$ cat src/sv/sech_pkg.sv
// shared types and constants for the coalesced hash insert block
`timescale 1ns / 1ps
package sech_pkg;

    localparam int DEF_MAX_SLOTS  = 1024;
    localparam int DEF_INDEX_BITS = 16;

    localparam int ROW_W      = 17;
    localparam int COL_W      = 17;
    localparam int VAL_W      = 64;
    localparam int SLOT_W     = 10;
    localparam int SIZE_W     = 11;
    localparam int COLS_W     = 17;
    localparam int KEY_W      = 64;
    localparam int CFG_IDX_W  = 8;
    localparam int CFG_DATA_W = 32;

    localparam logic [SIZE_W-1:0] SIZE_RESET = 11'd1024;
    localparam logic [COLS_W-1:0] COLS_RESET = 17'd65536;

    localparam logic [CFG_IDX_W-1:0] CFG_TABLE_SIZE = 8'd0;
    localparam logic [CFG_IDX_W-1:0] CFG_COLUMNS    = 8'd1;

    typedef enum logic [3:0] {
        S_CLEAR,
        S_IDLE,
        S_MUL,
        S_KEY,
        S_DIV,
        S_HOME_RD,
        S_HOME_CK,
        S_PROBE_RD,
        S_PROBE_CK,
        S_WALK_RD,
        S_WALK_CK,
        S_LINK_WR,
        S_WRITE,
        S_FULL
    } t_state;

endpackage

$ cat src/sv/sech_mod.sv
// bit-serial remainder of the 64-bit key by the table size
`timescale 1ns / 1ps
module sech_mod
    import sech_pkg::*;
#(
    parameter int REM_W = 11
) (
    input  logic             i_clk,
    input  logic             i_rst_n,
    input  logic             i_start,
    input  logic [KEY_W-1:0] i_dividend,
    input  logic [REM_W-1:0] i_divisor,
    output logic             o_done,
    output logic [REM_W-1:0] o_rem
);

    localparam int CNT_W = $clog2(KEY_W);

    logic             r_run;
    logic [CNT_W-1:0] r_cnt;
    logic [KEY_W-1:0] r_num;
    logic [REM_W-1:0] r_div;
    logic [REM_W-1:0] r_rem;
    logic             r_done;
    logic [REM_W:0]   w_sh;
    logic [REM_W-1:0] w_rem;

    // one restoring step: shift in a dividend bit, subtract if it fits
    always_comb begin
        w_sh = {r_rem, r_num[KEY_W-1]};
        if (w_sh >= {1'b0, r_div}) begin
            w_rem = REM_W'(w_sh - {1'b0, r_div});
        end else begin
            w_rem = w_sh[REM_W-1:0];
        end
    end

    // control
    always_ff @(posedge i_clk) begin
        if (!i_rst_n) begin
            r_run  <= 1'b0;
            r_cnt  <= '0;
            r_done <= 1'b0;
        end else begin
            r_done <= 1'b0;
            if (i_start) begin
                r_run <= 1'b1;
                r_cnt <= '0;
            end else if (r_run) begin
                r_cnt <= r_cnt + 1'b1;
                if (r_cnt == CNT_W'(KEY_W - 1)) begin
                    r_run  <= 1'b0;
                    r_done <= 1'b1;
                end
            end
        end
    end

    // datapath
    always_ff @(posedge i_clk) begin
        if (i_start) begin
            r_num <= i_dividend;
            r_div <= i_divisor;
            r_rem <= '0;
        end else if (r_run) begin
            r_num <= {r_num[KEY_W-2:0], 1'b0};
            r_rem <= w_rem;
        end
    end

    assign o_done = r_done;
    assign o_rem  = r_rem;

endmodule

$ cat config.mk
export PLATFORM = sky130hd
export DESIGN_NAME = sech_mod
export DESIGN_NICKNAME = d
export VERILOG_FILES = /design/src/sv/sech_pkg.sv /design/src/sv/sech_mod.sv
export SDC_FILE = /design/constraint.sdc
export NUM_CORES = 1
export LEC_CHECK = 0
export ABC_AREA = 1
export BUFFER_PORTS_ARGS = -buffer_cell sky130_fd_sc_hd__buf_2
export CAP_MARGIN = 5
export CORE_UTILIZATION = 44
export CTS_CLUSTER_DIAMETER = 80
export DETAILED_ROUTE_END_ITERATION = 8
export PLACE_DENSITY = 0.66
export SETUP_SLACK_MARGIN = 0.2
export SYNTH_ARGS = -nofsm -noshare
export SYNTH_HDL_FRONTEND = slang
export SYNTH_SLANG_ARGS = --single-unit
$ cat constraint.sdc
create_clock -name i_clk -period 7.3 [get_ports i_clk]
set_clock_uncertainty 0.05 [all_clocks]
set_input_delay 1.095 -clock i_clk [delete_from_list [all_inputs] [get_ports i_clk]]
set_output_delay 1.095 -clock i_clk [all_outputs]
set_load 0.02 [all_outputs]
Word level (Yosys, flattened, before mapping)
Index checks and enable logic that the tools add are counted.
- bits in registers: 94
- bits in latches: 0
- RAM bits: 0
- ROM bits: 0
- input bits: 78
- output and inout port bits: 12
- memories: 0
- add/sub/neg operators: 2
- multipliers: 0
- divide/modulo/power cells: 0
- magnitude comparators: 1
- equality and inequality tests: 1
- shift operators: 0
- muxes and demuxes: 7
- bitwise logic cells: 2
- reductions and logical operators: 3
- operator list (cell ; count):
    two-way mux 64 bit ; 2
    greater-or-equal comparator 12 x 11 -> 1 bit ; 1
    two-way mux 11 bit ; 1
    subtractor 11 bit ; 1
    adder 6 x 1 -> 6 bit, second input constant ; 1
    equality test 6 bit, second input constant ; 1
    two-way mux 1 bit ; 4
    OR reduction 3 bit ; 1
    inverter 1 bit ; 2
    nonzero test 2 bit ; 1
    OR reduction 2 bit ; 1

Depth between registers and ports, before layout
Gate-level depths: netlist of run 1.
- depth in word-level cells: 4
- mapped depth: 15

Least setup slack after synthesis of run 1
OpenSTA, ideal clock, no wires.
- path kind: input port to flip-flop
- from: in i_start
- to: reg r_num[0], enable pin
- data arrival time: 2.522 ns
- data required time: 6.828 ns
- slack: 4.306 ns
- stages: 2
- path buffers: 0
- cells stage by stage: nor2_1 > inv_1
- word-level cells in the longest chain between the ends: 1
- RTL lines (element ; RTL line ; RTL):
    from (decl) ; sech_mod.sv:10 ; input logic i_start,
    nonzero test 2 bit (no line) ; -- ;
    to (signal assigned) ; sech_mod.sv:62 ; r_num <= i_dividend;
    to (signal assigned) ; sech_mod.sv:66 ; r_num <= {r_num[KEY_W-2:0], 1'b0};
    to (decl) ; sech_mod.sv:21 ; logic [KEY_W-1:0] r_num;
No other way between the ends.
A chain may end at the register's enable or synchronous reset.

Worst setup path in the final report of run 1
- from: in i_start
- to: reg r_num[7], enable pin
The elaborated chain is that of the path after synthesis.

==> results of run 1 <==
## power by group through the flow
stage,Combinational [W],Clock [W],Sequential (W)
global placement,0.000123,0,0.000656
floorplan,0.0000825,0,0.000654
detailed placement,0.000127,0,0.000656
CTS,0.000127,0.000320,0.000645
finish,0.000125,0.000311,0.000645
global route,0.000145,0.000341,0.000649
## registers in the layout (all words and copies together) (netlist names)
name and count:
o_rem 11, o_done 1, r_cnt 6, r_run 1, r_div 11, r_num 64
## per-layer routing
metal | global-route usage (%) | wire (um) | up-vias
met4 | 6.24 | 129 | 0
met5 | 0 | 0 | -
met1 | 23.5 | 4300 | 1627
li1 | - | - | 1878
met2 | 28.9 | 4350 | 98
met3 | 4.43 | 454 | 9
## worst min-delay path, stage by stage, from the launching register on
cell and delay [ps]:
dfxtp_1 340, nand2_1 70, a21oi_1 50
## cell type report
class | instances | area [um^2]
inverters | 59 | 221
flip-flops and latches | 94 | 2630
multi-input cells | 366 | 1680
repair buffers | 91 | 460
fillers | 1036 | 4940
clock buffers | 11 | 131
well taps | 136 | 170
clock inverters | 5 | 37.5
## final timing paths
check,endpoint,cells after the start
max,r_num[7]$_DFFE_PP_,5
min,r_cnt[1]$_SDFFE_PP0P_,2
max reg2reg,o_rem[3]$_SDFFE_PP0P_,13
min reg2reg,r_cnt[1]$_SDFFE_PP0P_,2
## through the flow
step                      instances  util, %  total power, W  area [um^2]
after global routing            762     51.9         0.00114         5340
after detailed placement        746     50.3        0.000783         5170
after global placement          746     50.3        0.000779         5170
after CTS                       762     51.9         0.00109         5340
after floorplan                 538        -        0.000737         4640
final                           762     51.9         0.00108         5340
## cell usage after synthesis
cell type	count	area, um^2
clkbuf_1	8	30.0
fa_1	1	20.0
a21oi_1	6	30.0
nand3_2	7	70.1
buf_6	2	22.5
buf_2	7	35.0
nand2_1	264	991
nand4_1	15	93.8
nand2_2	7	43.8
nand3_1	21	105
and3_1	1	6.26
nor3b_1	1	7.51
nor2_1	14	52.6
nor2_2	1	6.26
nor3_1	3	15.0
buf_4	2	15.0
o211ai_1	1	7.51
a21oi_2	1	8.76
xor2_1	4	35.0
edfxtp_1	75	2250
inv_2	3	11.3
a211oi_1	1	7.51
or2_0	1	6.26
inv_1	56	210
o21ai_0	1	5.00
o21ai_1	4	20.0
dfxtp_1	19	380
ha_1	12	150
## placed cells by master, fill, tap and decap left out
cell type   count
clkbuf_8        9
clkinvlp_4      2
nand4_1        15
clkinv_2        1
buf_4           2
clkinv_4        1
ha_1           12
nand2_1       264
nor3_1          3
o211ai_1        1
clkbuf_1        2
edfxtp_1       75
nor3b_1         1
buf_2          89
o21ai_0         1
nor2_2          1
inv_2           4
a21oi_2         1
o21ai_1         4
or2_0           1
and3_1          1
dfxtp_1        19
inv_1          55
fa_1            1
a211oi_1        1
a21oi_1         6
nand3_2         7
nor2_1         14
xor2_1          4
nand3_1        21
inv_6           1
nand2_2         7
## logic make-up after synthesis
group                      Yosys count  synth area share [%]
adders and majority gates           13                  3.67
DFF                                 94                  56.8
xor gates and xnor gates             4                 0.755
and+or+nand+nor                    335                  30.1
AOI/OAI and AO/OA                   14                  1.70
buffers and inverters               78                  6.99
==> impl_metrics.csv, run 1 <==
group,metric,value,unit
critical_path,r2r_start,"r_num[63]$_DFFE_PP_",
floorplan,core_area,0.0103,mm^2
placed_design,gp_congestion,0.872,
critical_path,endpoint_kind,"flip-flop",
grt,grt_pass1_vias,3438,
clock_network,cts_setup_buffers,0,
timing,setup_violations,0,
grt,grt_pass1_wl,15600,um
finish,syn2layout_area_growth,15.0,%
power,clkPwrFrac,28.8,%
critical_path,crit_arrival,2920,ps
floorplan,row_count,37,
clock_network,clock_latency,360,ps
clock_network,clock_sinks,94,
drt,wl_per_cell,12.1,um
synthesis,syn-num-nets,629,
clock_network,cts_hold_buf,0,
synthesis,synthCells,538,
timing,setup_ws,4310,ps
drt,ant_nets,0,
synthesis,yosys_warnings,0,
floorplan,io_pins,90,
critical_path,cp.buffers_inverters,4,
critical_path,cp-start-kind,"primary input",
critical_path,cp_common_cell,"buf_4",
critical_path,r2r_slack,4970,ps
clock_network,post_cts_resized,0,
timing,period_share,40.9,%
synthesis,yosysSeqAreaShare,56.8,%
power,powerDensity,203,mW/mm^2
power,leakagePower,2.69,nW
floorplan,dieHeight,105,um
finish,n_antenna_cell,0,
critical_path,cp_top_family,"buffers and inverters",
finish,nets,712,
synthesis,avgSynthCellArea,8.62,um^2
floorplan,die_area,0.0110,mm^2
clock_network,cts_buffers,9,
floorplan,start_util,45.1,%
timing,relSlewSlack,34.6,%
grt,grt.overflow.total,0,
placed_design,post-dp-hpwl,6410,um
outcome,status,"complete, no violations",
clock_network,cts_buffer_depth,2,
power,netSwitchingPower,0.000278,W
timing,fmax,335,MHz
drt,drt-initial-drc-count,167,
timing,drv_slew,0,
drt,dr.pass1.iters,4,
critical_path,slowest_delay,640,ps
synthesis,ys_types,28,
timing,fin_tns_setup,0,ps
worst_hold_path,worstHoldStart,"r_cnt[1]$_SDFFE_PP0P_",
drt,drc,0,
timing,final_hold_viol_count,0,
placed_design,port_buffers,89,
clock_network,htreeDepth,3,
power,irDropWorstVdd,0.106,mV
drt,vias_per_cell,4.74,
critical_path,cp-startpoint,"i_start",
timing,period_minus_slack,2990,ps
critical_path,cp_slowest_cell,"buf_4",
timing,tightestPinTransition,979,ps
timing,rsz0062_at_grt,"no",
drt,route.final.wire_length,9240,um
drt,vias,3612,
power,pwr-share-seq,59.6,%
grt,grt_max_degree,80,
clock_network,clockRootBuffer,"clkbuf_8",
clock_network,cts_tree,"yes",
finish,drive_gt1_share,20.0,%
grt,grt_usage,17.9,%
critical_path,cp_cell_sequence,"buf_2 -> buf_4 -> nor2_1 -> inv_2 -> buf_4",
floorplan,die_w,105,um
clock_network,cts.clk_slew.worst_paths,80,ps
placed_design,post-place-ws,3940,ps
critical_path,path_class,"primary input to flip-flop",
critical_path,worstPathRequired,7230,ps
power,power_switching_share,25.7,%
timing,fin_hold_ws,447,ps
grt,antenna_found_initial,0,
synthesis,syn_area,0.00464,mm^2
critical_path,critPathMaxFanout,79,
run,maxCapViolCount,0,
worst_hold_path,hp-class,"flip-flop to flip-flop",
power,p_int,0.000804,W
power,p_comb_share,11.6,%
synthesis,postSynthRegisterBits,94,
Power figures use the tool's default switching activity.
==> run 2: changes to the inputs <==
--- a/config.mk
+++ b/config.mk
@@ -5,13 +5,13 @@
 export SDC_FILE = /design/constraint.sdc
 export NUM_CORES = 1
 export LEC_CHECK = 0
-export ABC_AREA = 1
+export ABC_AREA = 0
 export BUFFER_PORTS_ARGS = -buffer_cell sky130_fd_sc_hd__buf_2
 export CAP_MARGIN = 5
 export CORE_UTILIZATION = 44
 export CTS_CLUSTER_DIAMETER = 80
 export DETAILED_ROUTE_END_ITERATION = 8
-export PLACE_DENSITY = 0.66
+export PLACE_DENSITY = 0.69
 export SETUP_SLACK_MARGIN = 0.2
 export SYNTH_ARGS = -nofsm -noshare
 export SYNTH_HDL_FRONTEND = slang
==> constraint.sdc (replaced) <==
create_clock -name i_clk -period 2.6 [get_ports i_clk]
set_clock_uncertainty 0.05 [all_clocks]
set_input_delay 0.39 -clock i_clk [delete_from_list [all_inputs] [get_ports i_clk]]
set_output_delay 0.39 -clock i_clk [all_outputs]
set_load 0.02 [all_outputs]
==> run 2 against run 1 <==
  * Register-to-register slack worse by 4800 ps
  * Sequential power rose to 2.8 times the previous value
  * Die area down 5.8%
  * Flip-flop and latch count unchanged
  * Clock power rose to 3.1 times the previous value
  * Non-clock buffer count up 13
  * Synthesized cell count down 41%
  * Routed wire length down 9.3%
  * Largest cell class unchanged
  * Critical endpoint is now o_rem[6]$_SDFFE_PP0P_
  * Core utilization up 4.5 points
  * Design area down 0.38%
==> impl_metrics.csv, run 2 <==
group,metric,value,unit
synthesis,synthCells,318,
placed_design,port_buffers,89,
synthesis,synth_commonest_cells,"edfxtp_1 (75), mux2_2 (65), dfxtp_1 (19), nor2_1 (18), inv_1 (16)",
drt,dr.pass1.iters,4,
critical_path,r2r_start,"r_num[63]$_DFFE_PP_",
power,p_total,0.00322,W
power,powerDensity,606,mW/mm^2
synthesis,async_flop_share,0,%
synthesis,synth_top_family_by_area,"multiplexers",
drt,drt-initial-drc-count,101,
clock_network,cts_buffers,9,
grt,grt_max_degree,82,
clock_network,cts_buffer_depth,2,
synthesis,yosys_warnings,0,
run,maxCapViolCount,0,
placed_design,gp_congestion,0.899,
finish,nets,514,
placed_design,post-dp-hpwl,5760,um
synthesis,synth_area_leaders,"edfxtp_1 (52%), mux2_2 (17%), dfxtp_1 (8.7%)",
timing,relSlewSlack,46.6,%
synthesis,syn_area,0.00437,mm^2
finish,final_cell_mix,"buf_2 (88), edfxtp_1 (75), mux2_2 (63)",
timing,final_hold_viol_count,0,
drt,ant_nets,0,
synthesis,syn-num-nets,409,
grt,antenna_found_initial,0,
synthesis,synthMuxAreaShare,17.2,%
worst_hold_path,worstHoldStart,"i_divisor[9]",
synthesis,ys.flop_type,"edfxtp_1",
floorplan,die_area,0.0103,mm^2
drt,route.final.wire_length,8380,um
synthesis,yosys.area_share.adder,3.90,%
synthesis,ys_types,44,
placed_design,post-place-ws,76.0,ps
critical_path,cp_cell_sequence,"inv_1 -> ha_2 -> fa_2 -> nand2b_4 -> o2bb2ai_4 -> a211o_1 -> and2_4 -> or3b_1 -> a211oi_2",
floorplan,dieHeight,102,um
floorplan,row_count,35,
clock_network,cts_tree,"yes",
synthesis,synth-simple-area-share,6.68,%
floorplan,io_pins,90,
timing,tightestPinTransition,802,ps
drt,vias,2871,
clock_network,htreeDepth,3,
grt,grt_pass1_vias,2891,
drt,vias_per_cell,5.15,
finish,top_register,"r_num",
floorplan,die_w,102,um
drt,wl_per_cell,15.0,um
timing,fin_tns_setup,0,ps
critical_path,slowest_delay,360,ps
synthesis,synthXorXnorAreaFrac,1.61,%
timing,setup_ws,123,ps
timing,rsz0062_at_grt,"yes",
synthesis,yosysSeqAreaShare,60.3,%
power,leakagePower,2.15,nW
clock_network,clock_latency,370,ps
grt,grt_pass1_wl,13400,um
finish,drive_gt1_share,47.0,%
critical_path,worstPathRequired,2850,ps
critical_path,cp-startpoint,"r_num[63]$_DFFE_PP_",
critical_path,endpoint_kind,"flip-flop",
synthesis,synth_edf_count,75,
finish,final_core_util,56.5,%
worst_hold_path,hp-class,"primary input to flip-flop",
finish,ff_latch_area,0.00263,mm^2
finish,n_antenna_cell,0,
timing,period_minus_slack,2480,ps
floorplan,start_util,46.4,%
finish,syn2layout_area_growth,21.8,%
drt,wl_met3,585,um
drt,wl_met2,4030,um
outcome,status,"complete, no violations",
critical_path,crit_arrival,2720,ps
clock_network,cts.clk_slew.worst_paths,90,ps
timing,drv_slew,0,
finish,num-fill-cells,814,
timing,setup_violations,0,
finish,layout_commonest_cell,"buf_2",
grt,grt.overflow.total,0,
floorplan,core_area,0.00942,mm^2
critical_path,critPathMaxFanout,3,
critical_path,path_class,"flip-flop to flip-flop",
drt,wirelength_met1,3590,um
finish,largest_reg_flops,64,
power,irDropWorstVdd,0.470,mV
synthesis,postSynthRegisterBits,94,
clock_network,clock_sinks,94,
synthesis,synth_top_area_share,51.6,%
drt,drc,0,
grt,grt_usage,17.3,%
critical_path,cp-start-kind,"flip-flop",
timing,period_share,95.3,%
timing,fmax,404,MHz
clock_network,clockRootBuffer,"clkbuf_8",
synthesis,yosys.area.top_type,"edfxtp_1",
synthesis,synth-compound-area-share,7.88,%
finish,multi_input_area,0.00169,mm^2
critical_path,r2r_slack,120,ps
critical_path,cp_slowest_cell,"or3b_1",
synthesis,yosysMostFrequentCell,"edfxtp_1",
drt,maxUsedRoutingLayer,"met4",
synthesis,avgSynthCellArea,13.7,um^2
## run 2: cell types whose count changed after synthesis, sizes merged, moves of 8 or more
cell   delta
a21oi     +8
buf       -8
inv      -43
mux2     +65
nand2   -258
nand3    -26
nand4    -11
o21ai    +10
## run 2: per-layer routing
layer / GRT usage, % / up-vias
li1: - / 1399
met1: 20.0 / 1366
met2: 28.6 / 90
met3: 6.69 / 16
met4: 7.36 / 0
met5: 0 / -
## run 2: per-stage QoR
stage          instance area, um^2  hold WS (ps)  instances
3_5_place_dp                  5030           432        535
2_1_floorplan                 4380           404        318
6_report                      5320           132        557
4_1_cts                       5260           111        556
3_3_place_gp                  5030           417        535
5_1_grt                       5320           113        557
## run 2: cells by family (layout without fill, tap and decap cells)
kind of cell | Yosys count | in the layout
compound gates | 52 | 52
xor+xnor | 8 | 8
fa+ha+maj | 13 | 13
buf+inv | 26 | 136
flops | 94 | 94
mux | 67 | 67
simple gates | 58 | 58
## run 2: area by class of cell
cell class,instances,area share (%)
clock buffers,9,2.33
clock inverters,7,1.29
inverters,16,1.20
multi-input cells,198,31.8
flip-flops and latches,94,49.6
well taps,129,3.04
repair buffers,104,10.8
## run 2: what timing repair did
item,CTS,global route
setup endpoints to repair,3,10
pin swaps,3,6
hold buffers,0,0
setup buffers,5,1
gates resized for setup,1,12
## run 2: worst max-delay path: cells and delay by family (launching register included)
kind                       cells  cell delay [ps]
AOI/OAI and AO/OA              3              710
adders and majority gates      2              540
and+or+nand+nor                3              690
buffers and inverters          1               50
DFF                            1              350
## run 2: power by group
group / internal, W / leakage [nW] / switching [W]
clock network: 0.000447 / 0.0995 / 0.000520
logic: 0.000225 / 1.15 / 0.000206
registers: 0.00178 / 0.906 / 0.0000414
## run 2: path summary, 6_finish.rpt
path / cells after the start / to
min: 1 / r_div[9]$_DFFE_PP_
max: 9 / o_rem[6]$_SDFFE_PP0P_
min reg2reg: 2 / o_rem[8]$_SDFFE_PP0P_
max reg2reg: 9 / o_rem[6]$_SDFFE_PP0P_
